### config.mk
export PLATFORM = sky130hd
export DESIGN_NAME = xor_keyed_length_deframer_unit_flat
export DESIGN_NICKNAME = d
export VERILOG_FILES = /design/src/hdl/xkld_pkg.sv /design/src/hdl/xkld_raw_if.sv /design/src/hdl/xkld_result_if.sv /design/src/hdl/xor_keyed_length_deframer_unit.sv /design/src/flat_wrapper.sv
export SDC_FILE = /design/constraint.sdc
export NUM_CORES = 1
export LEC_CHECK = 0
export ABC_AREA = 0
export BUFFER_PORTS_ARGS = -buffer_cell sky130_fd_sc_hd__buf_2
export CELL_PAD_IN_SITES_DETAIL_PLACEMENT = 1
export CELL_PAD_IN_SITES_GLOBAL_PLACEMENT = 1
export CORE_UTILIZATION = 49
export CTS_CLUSTER_DIAMETER = 30
export DETAILED_ROUTE_END_ITERATION = 10
export GPL_TIMING_DRIVEN = 0
export PLACE_DENSITY_LB_ADDON = 0.1
export SYNTH_ARGS = -nofsm -noshare
export SYNTH_HDL_FRONTEND = slang
export SYNTH_SLANG_ARGS = --single-unit
### constraint.sdc
create_clock -name clk -period 10.9 [get_ports clk]
set_clock_uncertainty 0.1 [all_clocks]
set_input_delay 0.545 -clock clk [delete_from_list [all_inputs] [get_ports clk]]
set_output_delay 0.545 -clock clk [all_outputs]
set_load 0.01 [all_outputs]
### src/hdl/xkld_pkg.sv
// ----------------------------------------------------------------------------
// xkld_pkg
// shared types and constants for the keyed length deframer
// ----------------------------------------------------------------------------
package xkld_pkg;

    localparam int KEY_BYTES = 16;

    localparam int KEY_IDX_W = 4;
    localparam int KEY_LEN_W = 5;
    localparam int KEY_VEC_W = 8 * KEY_BYTES;

    typedef enum logic [2:0] {
        PH_PREFIX = 3'd0,
        PH_BODY   = 3'd1,
        PH_DROP   = 3'd2
    } phase_t;

    typedef logic [2:0] kind_t;

    localparam kind_t K_PAYLOAD = 3'd0;
    localparam kind_t K_CODE    = 3'd1;
    localparam kind_t K_SHORT   = 3'd2;
    localparam kind_t K_TRUNC   = 3'd3;
    localparam kind_t K_SMALL   = 3'd4;

    typedef logic [1:0] cfg_index_t;

    localparam cfg_index_t CFG_KEY_LENGTH = 2'd0;
    localparam cfg_index_t CFG_KEY_LOW    = 2'd1;
    localparam cfg_index_t CFG_KEY_HIGH   = 2'd2;

endpackage

### src/hdl/xkld_raw_if.sv
// ----------------------------------------------------------------------------
// xkld_raw_if
// raw buffer byte channel: one byte and an end-of-buffer flag per beat
// ----------------------------------------------------------------------------
interface xkld_raw_if;

    logic       valid;
    logic       ready;
    logic [7:0] raw_byte;
    logic       buffer_end;

    modport source (output valid, output raw_byte, output buffer_end, input ready);
    modport sink   (input valid, input raw_byte, input buffer_end, output ready);

endinterface

### src/hdl/xkld_result_if.sv
// ----------------------------------------------------------------------------
// xkld_result_if
// result channel: payload byte, packet code or error per beat
// ----------------------------------------------------------------------------
interface xkld_result_if;

    logic        valid;
    logic        ready;
    logic [2:0]  kind;
    logic [31:0] value;
    logic        last;

    modport source (output valid, output kind, output value, output last, input ready);
    modport sink   (input valid, input kind, input value, input last, output ready);

endinterface

### src/hdl/xor_keyed_length_deframer_unit.sv
// ----------------------------------------------------------------------------
// xor_keyed_length_deframer_unit
// length-prefixed frame deframer with repeating-key xor descrambling
// ----------------------------------------------------------------------------
// Takes one raw byte per beat and returns at most one result per byte: the
// 32-bit packet code after the fourth body byte, then one payload byte per
// body byte, or an error (short prefix, truncated, length too small) with
// last set. The frame state and key index update in a single pass and the
// result lands in one output register, so a byte is accepted every cycle
// unless that register holds a result the sink has not taken. Results appear
// the cycle after the byte that causes them. The key registers may only be
// written while no byte is in flight.
module xor_keyed_length_deframer_unit (
    input  logic                  clk,
    input  logic                  rst_n,
    input  logic                  cfg_we,
    input  xkld_pkg::cfg_index_t  cfg_index,
    input  logic [63:0]           cfg_data,
    xkld_raw_if.sink              raw,
    xkld_result_if.source         result
);
    import xkld_pkg::*;

    logic [KEY_LEN_W-1:0] key_len_reg;
    logic [63:0]          key_low_reg;
    logic [63:0]          key_high_reg;

    phase_t               phase_reg, phase_next;
    logic [31:0]          pos_reg, pos_next;
    logic [31:0]          len_reg, len_next;
    logic [23:0]          acc_reg, acc_next;
    logic [KEY_IDX_W-1:0] kidx_reg, kidx_next;

    logic                 res_valid_reg;
    kind_t                res_kind_reg;
    logic [31:0]          res_value_reg;
    logic                 res_last_reg;

    logic                 emit;
    kind_t                emit_kind;
    logic [31:0]          emit_value;
    logic                 emit_last;

    logic                 accept;
    logic [KEY_VEC_W-1:0] key_vec;
    logic [KEY_LEN_W-1:0] used_len;
    logic [KEY_LEN_W-1:0] kidx_inc;
    logic [7:0]           decoded;
    logic [31:0]          len_gathered;
    logic [31:0]          final_pos;

    assign raw.ready = !res_valid_reg || result.ready;
    assign accept    = raw.valid && raw.ready;

    assign result.valid = res_valid_reg;
    assign result.kind  = res_kind_reg;
    assign result.value = res_value_reg;
    assign result.last  = res_last_reg;

    // configuration
    always_ff @(posedge clk or negedge rst_n)
    begin
        if (!rst_n)
        begin
            key_len_reg  <= '0;
            key_low_reg  <= '0;
            key_high_reg <= '0;
        end
        else if (cfg_we)
        begin
            case (cfg_index)
                CFG_KEY_LENGTH: key_len_reg  <= cfg_data[KEY_LEN_W-1:0];
                CFG_KEY_LOW:    key_low_reg  <= cfg_data;
                CFG_KEY_HIGH:   key_high_reg <= cfg_data;
                default:        ;
            endcase
        end
    end

    assign key_vec  = {key_high_reg, key_low_reg};
    assign used_len = (key_len_reg > KEY_LEN_W'(KEY_BYTES)) ? KEY_LEN_W'(KEY_BYTES)
                                                            : key_len_reg;
    assign kidx_inc = {1'b0, kidx_reg} + KEY_LEN_W'(1);
    assign decoded  = (used_len != '0) ? (raw.raw_byte ^ key_vec[{kidx_reg, 3'b000} +: 8])
                                       : raw.raw_byte;

    assign len_gathered = len_reg | ({24'b0, raw.raw_byte} << {pos_reg[1:0], 3'b000});
    assign final_pos    = len_reg - 32'd1;

    always_comb
    begin
        phase_next = phase_reg;
        pos_next   = pos_reg;
        len_next   = len_reg;
        acc_next   = acc_reg;
        kidx_next  = kidx_reg;
        emit       = 1'b0;
        emit_kind  = K_PAYLOAD;
        emit_value = '0;
        emit_last  = 1'b0;

        unique case (phase_reg)
            PH_PREFIX:
            begin
                len_next = len_gathered;
                if (pos_reg[1:0] != 2'd3)
                begin
                    pos_next = {30'b0, pos_reg[1:0]} + 32'd1;
                    if (raw.buffer_end)
                    begin
                        emit      = 1'b1;
                        emit_kind = K_SHORT;
                        emit_last = 1'b1;
                    end
                end
                else if (len_gathered < 32'd8)
                begin
                    emit      = 1'b1;
                    emit_kind = K_SMALL;
                    emit_last = 1'b1;
                end
                else if (raw.buffer_end)
                begin
                    emit      = 1'b1;
                    emit_kind = K_TRUNC;
                    emit_last = 1'b1;
                end
                else
                begin
                    phase_next = PH_BODY;
                    pos_next   = 32'd4;
                    acc_next   = '0;
                    kidx_next  = '0;
                end
                // any error closes the frame
                if (emit)
                begin
                    phase_next = raw.buffer_end ? PH_PREFIX : PH_DROP;
                    pos_next   = '0;
                    len_next   = '0;
                    acc_next   = '0;
                    kidx_next  = '0;
                end
            end
            PH_BODY:
            begin
                if (raw.buffer_end && (pos_reg < final_pos))
                begin
                    emit       = 1'b1;
                    emit_kind  = K_TRUNC;
                    emit_last  = 1'b1;
                    phase_next = PH_PREFIX;
                    pos_next   = '0;
                    len_next   = '0;
                    acc_next   = '0;
                    kidx_next  = '0;
                end
                else
                begin
                    if (used_len != '0)
                        kidx_next = (kidx_inc >= used_len) ? '0 : kidx_inc[KEY_IDX_W-1:0];
                    if (pos_reg < 32'd7)
                    begin
                        // positions 4..6 fill code bytes 0..2
                        acc_next = acc_reg | ({16'b0, decoded} << {pos_reg[1:0], 3'b000});
                    end
                    else
                    begin
                        emit       = 1'b1;
                        emit_kind  = (pos_reg == 32'd7) ? K_CODE : K_PAYLOAD;
                        emit_value = (pos_reg == 32'd7) ? {decoded, acc_reg}
                                                        : {24'b0, decoded};
                        emit_last  = (pos_reg == final_pos);
                    end
                    if (pos_reg >= final_pos)
                    begin
                        phase_next = raw.buffer_end ? PH_PREFIX : PH_DROP;
                        pos_next   = '0;
                        len_next   = '0;
                        acc_next   = '0;
                        kidx_next  = '0;
                    end
                    else
                        pos_next = pos_reg + 32'd1;
                end
            end
            default:
            begin
                if (raw.buffer_end)
                begin
                    phase_next = PH_PREFIX;
                    pos_next   = '0;
                    len_next   = '0;
                    acc_next   = '0;
                    kidx_next  = '0;
                end
                else
                    phase_next = PH_DROP;
            end
        endcase
    end

    always_ff @(posedge clk or negedge rst_n)
    begin
        if (!rst_n)
        begin
            phase_reg <= PH_PREFIX;
            pos_reg   <= '0;
            len_reg   <= '0;
            acc_reg   <= '0;
            kidx_reg  <= '0;
        end
        else if (accept)
        begin
            phase_reg <= phase_next;
            pos_reg   <= pos_next;
            len_reg   <= len_next;
            acc_reg   <= acc_next;
            kidx_reg  <= kidx_next;
        end
    end

    // result register, refilled in the same cycle the sink drains it
    always_ff @(posedge clk or negedge rst_n)
    begin
        if (!rst_n)
            res_valid_reg <= 1'b0;
        else if (accept)
            res_valid_reg <= emit;
        else if (result.ready)
            res_valid_reg <= 1'b0;
    end

    always_ff @(posedge clk)
    begin
        if (accept && emit)
        begin
            res_kind_reg  <= emit_kind;
            res_value_reg <= emit_value;
            res_last_reg  <= emit_last;
        end
    end

    a_body_len: assert property (@(posedge clk) disable iff (!rst_n)
        (phase_reg == PH_BODY) |-> (len_reg >= 32'd8))
        else $error("body phase with stated length below 8");

    a_body_pos: assert property (@(posedge clk) disable iff (!rst_n)
        (phase_reg == PH_BODY) |-> (pos_reg >= 32'd4 && pos_reg < len_reg))
        else $error("body position outside frame");

    a_prefix_pos: assert property (@(posedge clk) disable iff (!rst_n)
        (phase_reg != PH_BODY) |-> (pos_reg < 32'd4))
        else $error("prefix position out of range");

    a_no_overwrite: assert property (@(posedge clk) disable iff (!rst_n)
        accept |-> !(res_valid_reg && !result.ready))
        else $error("byte taken while result register stalled");

    a_error_last: assert property (@(posedge clk) disable iff (!rst_n)
        (res_valid_reg && (res_kind_reg == K_SHORT || res_kind_reg == K_TRUNC
                           || res_kind_reg == K_SMALL))
        |-> (res_last_reg && res_value_reg == 32'd0))
        else $error("error result without last or with nonzero value");

endmodule

### src/flat_wrapper.sv
// flat-port wrapper written by rule: the top's interface ports become plain ports
module xor_keyed_length_deframer_unit_flat import xkld_pkg::*;
  (clk, rst_n, cfg_we, cfg_index, cfg_data, raw_valid, raw_raw_byte, raw_buffer_end, raw_ready, result_valid, result_kind, result_value, result_last, result_ready);
  xkld_raw_if raw_i ();
  xkld_result_if result_i ();
  input  logic clk;
  input  logic rst_n;
  input  logic cfg_we;
  input  xkld_pkg::cfg_index_t cfg_index;
  input  logic [63:0] cfg_data;
  input wire logic [$bits(raw_i.valid)-1:0] raw_valid;
  input wire logic [$bits(raw_i.raw_byte)-1:0] raw_raw_byte;
  input wire logic [$bits(raw_i.buffer_end)-1:0] raw_buffer_end;
  output wire logic [$bits(raw_i.ready)-1:0] raw_ready;
  output wire logic [$bits(result_i.valid)-1:0] result_valid;
  output wire logic [$bits(result_i.kind)-1:0] result_kind;
  output wire logic [$bits(result_i.value)-1:0] result_value;
  output wire logic [$bits(result_i.last)-1:0] result_last;
  input wire logic [$bits(result_i.ready)-1:0] result_ready;
  assign raw_i.valid = raw_valid;
  assign raw_i.raw_byte = raw_raw_byte;
  assign raw_i.buffer_end = raw_buffer_end;
  assign raw_ready = raw_i.ready;
  assign result_valid = result_i.valid;
  assign result_kind = result_i.kind;
  assign result_value = result_i.value;
  assign result_last = result_i.last;
  assign result_i.ready = result_ready;
  xor_keyed_length_deframer_unit u_core (.clk(clk), .rst_n(rst_n), .cfg_we(cfg_we), .cfg_index(cfg_index), .cfg_data(cfg_data), .raw(raw_i), .result(result_i));
endmodule
## After elaboration in Yosys (flattened, before gate mapping)

Cells that the tools add are included.

| storage, ports and cells | value |
|---|---|
| flip-flop bits (word level) | 265 |
| input port bits | 80 |
| output and inout bits | 38 |
| logic and storage cells | 127 |

| operators by class | value |
|---|---|
| $add $sub $neg | 4 |
| magnitude comparators | 6 |
| eq/ne operators | 14 |
| shift-type cells | 3 |
| muxes and demuxes | 62 |
| bitwise gates (word level) | 5 |
| reduce and logical (&&, ||, !) cells | 20 |

Operator list:

| kind | number |
|---|---|
| $mux 32 | 10 |
| $mux 24 | 8 |
| $pmux 32 s2 | 2 |
| $shiftx 128x8->8 | 1 |
| $pmux 24 s2 | 1 |
| $mux 4 | 9 |
| $add 32x1->32 const B | 1 |
| $eq 32x3->1 const B | 1 |
| $eq 32x32->1 | 1 |
| $ge 32x32->1 | 1 |
| $lt 32x3->1 const B | 1 |
| $lt 32x32->1 | 1 |
| $lt 32x4->1 const B | 1 |
| $or 32x32->32 | 1 |
| $shl 8x5->32 | 1 |
| $sub 32x1->32 const B | 1 |
| $mux 3 | 10 |
| $or 24x24->24 | 1 |
| $shl 8x5->24 | 1 |
| $mux 8 | 2 |
| $pmux 3 s2 | 2 |
| $reduce_and 6->1 | 2 |
| $mux 1 | 11 |
| $ne 4x1->1 const B | 2 |
| 33 further kinds | 42 |

## Longest topological paths before layout

| depth | value |
|---|---|
| word-level depth | 10 |
| gate-level depth with buffers | 20 |
| mapped depth without buffers | 17 |

## Worst setup path after synthesis

Ideal clock, no wire load.

| path | value |
|---|---|
| path type | register -> register |
| start point | register u_core.len_reg[0] |
| end point | register u_core.res_kind_reg[0] (netlist: u_core.result.kind[0]) (enable) |
| setup time | 0.523 ns |
| arrival time | 7.150 ns |
| data required time | 10.277 ns |
| slack | 3.127 ns |
| cell stages (with the launch flop) | 14 |
| buffers on the path | 0 |
| period minus slack after synthesis | 7.773 ns |
| cell sequence | dfrtp_1 inv_1 ha_1 or4b_1 or4_1 or4_1 xor2_1 ha_1 nand4_1 nor3_1 a21boi_0 o41ai_2 a21oi_1 nor4_1 |

| between the ends | value |
|---|---|
| longest elaborated chain between the ends | 7 |

Ends and longest elaborated chain:

| item | line | source |
|---|---|---|
| from (decl) | xor_keyed_length_deframer_unit.sv:30 | `logic [31:0] len_reg, len_next;` |
| from (signal assigned) | xor_keyed_length_deframer_unit.sv:217 | `len_reg <= len_next;` |
| branches (longest 5 deep; another with $sub 32x1->32) | -- |  |
| $pmux 1 s2 (*) | xor_keyed_length_deframer_unit.sv:102 | `unique case (phase_reg)` |
| $logic_and 1x1->1 (*) | xor_keyed_length_deframer_unit.sv:236 | `if (accept && emit)` |
| to (signal assigned) | xor_keyed_length_deframer_unit.sv:238 | `res_kind_reg <= emit_kind;` |
| to (decl) | xor_keyed_length_deframer_unit.sv:35 | `kind_t res_kind_reg;` |

Every way passes the cells marked *. The select of a mux whose other input is x is not followed.
A chain may end at the register's enable or synchronous reset.

## Final worst setup path

| path | value |
|---|---|
| start point | register u_core.len_reg[0] |
| end point | register u_core.res_value_reg[19] (netlist: u_core.result.value[19]) (enable) |

| between the ends | value |
|---|---|
| longest elaborated chain between the ends | 7 |

Ends and longest elaborated chain:

| item | line | source |
|---|---|---|
| branches (longest 5 deep; another with $sub 32x1->32) | -- |  |
| $pmux 1 s2 (*) | xor_keyed_length_deframer_unit.sv:102 |  |
| $logic_and 1x1->1 (*) | xor_keyed_length_deframer_unit.sv:236 |  |
| to (signal assigned) | xor_keyed_length_deframer_unit.sv:239 | `res_value_reg <= emit_value;` |
| to (decl) | xor_keyed_length_deframer_unit.sv:36 | `logic [31:0] res_value_reg;` |

Marks and branches as above.

==> results <==
- The number of optimization iterations in the first detailed-route pass is 5.
- The detail route stage leaves a number of antenna-violating nets equal to 0.
- The register-to-register path setup slack is between 5 and 6 ns.
- The busiest layer in global routing is met2.
- The height of the chip is ~170 um.
- The global-route wire length before repair is slightly below 70 mm.
- The final core area utilization is 0.628.
- For this run, the number of standard cells in the final layout without fillers is roughly 1800.
- After floorplanning, the core was divided into 60 placement rows.
- The library cell used most frequently in the layout, excluding fill and tap cells, is sky130_fd_sc_hd__dfrtp_1.
- In this run the critical register-to-register path is captured at u_core.result.value[19]$_SDFFCE_PP0P_.
- CTS saw roughly 260 sinks.
- The number of cells on the worst hold path is 2.
- The synthesis warning total is 0.
- The worst setup path is launched from a register.
- For hold timing, the worst endpoint is u_core.key_low_reg[59]$_DFFE_PN0P_.
- The area of the core is around 0.027 mm^2.
- The number of antenna violations at the first check in global routing is 0.
- For the pin with the worst max-slew slack, the measured transition is 1.14 ns.
- For this run, the slowest stage of the critical path takes approximately 0.93 ns.
- Wires add up to 44.0 mm.
- Measured against its own limit, the worst slew margin works out to 0.237.
- The longest clock path from root to sink contains 3 buffers.
- The number of nets handed over by synthesis was about 1300.
- The path category of the worst min-delay check is in -> reg.
- The CTS tree is built.
- The met1 layer usage reported by global route is 0.377.
- For this configuration, the core starts out at a cell density of 0.503.
- The remaining global-route overflow is 0.
- Yosys mapped a number of flops with a built-in enable equal to 36.
- Of the post-synthesis cell area, the dominant cell type holds 0.417.
- After synthesis, the share of flip-flops with an asynchronous set or reset is 0.864.
- Entering global routing, the biggest net connects 111 pins.
- For this run, the total global-route usage over all layers was measured as 0.320.
- The worst setup slack after layout is 5.06 ns.
- The number of H-tree levels is 3.
- The floorplan step set the die width to 169 um.
- Synthesis inferred around 260 register bits.
- The required time at the worst-slack endpoint is about 11 ns.
- 0 antenna diodes ended up in the layout.
- The worst endpoint data arrival time is 5.98 ns.
- Once layout is done, the placed cells without fillers occupy approximately 0.017 mm^2.
- The hold violation count in the final report is 0.
- The number of vias in the routed layout is 10800.
- In this run the cell area measured after placement is around 0.015 mm^2.
- Adding up every negative setup slack in the final design gives 0 ns.
- The cell at the root of the clock tree is sky130_fd_sc_hd__clkbuf_16.
- After detailed routing, the average wire length per cell comes to approximately 25 um.
- The shortest clock period the worst path allows after layout is about 6 ns.
- The met2 capacity usage during global routing is 0.562.
- The slowest stage of the critical path is the sky130_fd_sc_hd__o41ai_2 cell.
- The number of clock buffers added by TritonCTS is 66.
- Clock-pin slew was measured on the worst setup and hold paths at ~0.06 ns.
- The average instance area after synthesis is approximately 12 um^2.
- The final-report max-slew violation count is 0.
- The number of primary I/O pins is between 100 and 150.
- Compared with the post-synthesis result, the final layout area differs by 24.9%.
- The kind of end point of the critical path is a register.
- The quantity of hold-fixing buffers added after cts is 1.
- The critical path start-end classification is reg -> reg.
- The die covers 0.0286 mm^2.
- The biggest area contributor in the post-synthesis netlist is sky130_fd_sc_hd__dfrtp_1.
- The top cell types in the final layout, fill and taps aside, are 228 x sky130_fd_sc_hd__dfrtp_1, 132 x sky130_fd_sc_hd__mux2_2, 122 x sky130_fd_sc_hd__buf_2.
- The run finished with clean final reports.
- The post-cts gate resize count is 0.
- Traced cell by cell, the critical path runs through inv_1 -> ha_1 -> or4b_1 -> or4_1 -> or4_1 -> xor2_1 -> ha_1 -> nand4_1 -> nor3_1 -> a21boi_0 -> o41ai_2 -> a21oi_1 -> nor4_2 -> buf_4 -> buf_4.
- Setup repair after global routing left no endpoint under its margin.
- The final count of negative-setup-slack endpoints is 0.
- Along the worst path, the maximum fanout reaches 9.
- The pre-CTS setup slack is roughly 5.2 ns.
- The number of placed cells counting well taps is approximately 1700.
- The DRC violation count after routing is 0.
- The count of buffers inserted at the top-level ports is 110.
- The met3 usage is 0.0507.
- The worst-case IR drop observed on VDD is around 0.00015 V.
- The source of the worst hold timing path is cfg_data[59].
- Routability-driven placement finished with a final weighted congestion of 0.839.
- By area the synthesized netlist is led by sky130_fd_sc_hd__dfrtp_1 42%, sky130_fd_sc_hd__mux2_2 11%, sky130_fd_sc_hd__edfxtp_1 7.9%, sky130_fd_sc_hd__mux4_2 5.3%, sky130_fd_sc_hd__ha_1 3.7%.
- The total power draw is around 4.4 mW.
- The mapped netlist covers approximately 0.014 mm^2.
- The setup fix buffers added after clock tree synthesis is 0.
- The max-capacitance violation count is 0.
- In the finished design, the share of the clock period the worst path needs comes to 0.536.
- The netlist uses 70 different library cells.
- The net count reported at finish is approximately 1500.
- After detailed routing, the number of vias per cell comes to 6.06.
- Counting cells, the worst reg-to-reg path comes to 15.
- The number of global-route vias before repair is 12000.
- For this run, the top clock speed supported by timing is between 150 and 200 MHz.
- Dividing total power by cell area gives a power density of 258 mW/mm^2.
- The fraction of final layout cells sized beyond drive strength 1 is 0.305.
- The clock latency on the worst-skew pair is slightly below 0.6 ns.
- The smallest hold slack is between 0.1 and 0.15 ns.
- Summed over all cells, the static leakage comes to ~7.3 nW.
- The launch point of the worst reg-to-reg path is u_core.len_reg[0]$_DFFE_PN0P_.
- Detailed placement finished with a half-perimeter wire length of between 20 and 30 mm.
- The most used flip-flop cell after synthesis is sky130_fd_sc_hd__dfrtp_1.
- For this block, the initial DRC count from the detailed router was 750.
- The cell count after synthesis is between 1000 and 1500.
- The sequential element share of the synthesized area is 0.496.
==> Yosys cell counts, drive strengths merged (5+ instances only) <==
cell and n:
a211oi 27, a21o 5, a21oi 33, a31oi 17, a41oi 33, and2 16, and3 12, buf 26
clkbuf 42, dfrtp 228, edfxtp 36, ha 40, inv 43, mux2 132, mux2i 29, mux4 32
nand2 65, nand2b 6, nand3 25, nand4 18, nor2 108, nor3 44, nor4 20, o21ai 30
o22ai 9, or4 9, xnor2 23, xor2 19
==> power by group <==
| part | switching (mW) | internal, mW |
|---|---|---|
| clock network | 0.641 | 1.34 |
| registers | 0.155 | 1.20 |
| logic | 0.635 | 0.433 |
| total | 1.43 | 2.97 |
==> area by class of cell <==
type	instances	area (um^2)
Buffer	68	324
Clock buffer	81	1790
Clock inverter	37	483
Fill cell	2806	10100
Inverter	43	161
Multi-Input combinational cell	804	6400
Sequential cell	264	6790
Tap cell	372	465
Timing Repair Buffer	117	656
==> worst max-delay path by stage <==
stage                     depth (start not counted)                                    end                          start
after CTS                                        15  u_core.result.value[19]$_SDFFCE_PP0P_  u_core.len_reg[0]$_DFFE_PN0P_
final                                            15  u_core.result.value[19]$_SDFFCE_PP0P_  u_core.len_reg[0]$_DFFE_PN0P_
after detailed placement                         15  u_core.result.value[20]$_SDFFCE_PP0P_  u_core.len_reg[0]$_DFFE_PN0P_
after global routing                             15  u_core.result.value[19]$_SDFFCE_PP0P_  u_core.len_reg[0]$_DFFE_PN0P_
after floorplan                                  13        u_core.result.kind[0]$_DFFE_PP_  u_core.len_reg[0]$_DFFE_PN0P_
after global placement                           13  u_core.result.value[19]$_SDFFCE_PP0P_  u_core.len_reg[0]$_DFFE_PN0P_
==> worst max-delay path, delay by kind of cell (launching register included) <==
kind                     cells  cell delay (ns)
buffers and inverters        3             0.65
AO/OA/AOI/OAI                3             1.34
flip-flops                   1             0.38
adder cells (fa/ha/maj)      2             0.53
AND/OR/NAND/NOR              6             2.35
XOR/XNOR                     1             0.16
==> routing by layer <==
metal  wire (um)  vias to the layer above
li1            -                     4776
met1       17400                     5582
met2       22700                      324
met3        1710                      136
met4        2170                        0
met5           0                        -
==> logic make-up after synthesis <==
kind of cell | after synthesis | synth area share
xor+xnor | 42 | 0.0269
fa+ha+maj | 40 | 0.0366
simple gates | 343 | 0.125
mux | 193 | 0.183
compound gates | 186 | 0.0972
buf+inv | 111 | 0.0355
flops | 264 | 0.496
(Power assumes the default switching activity.)
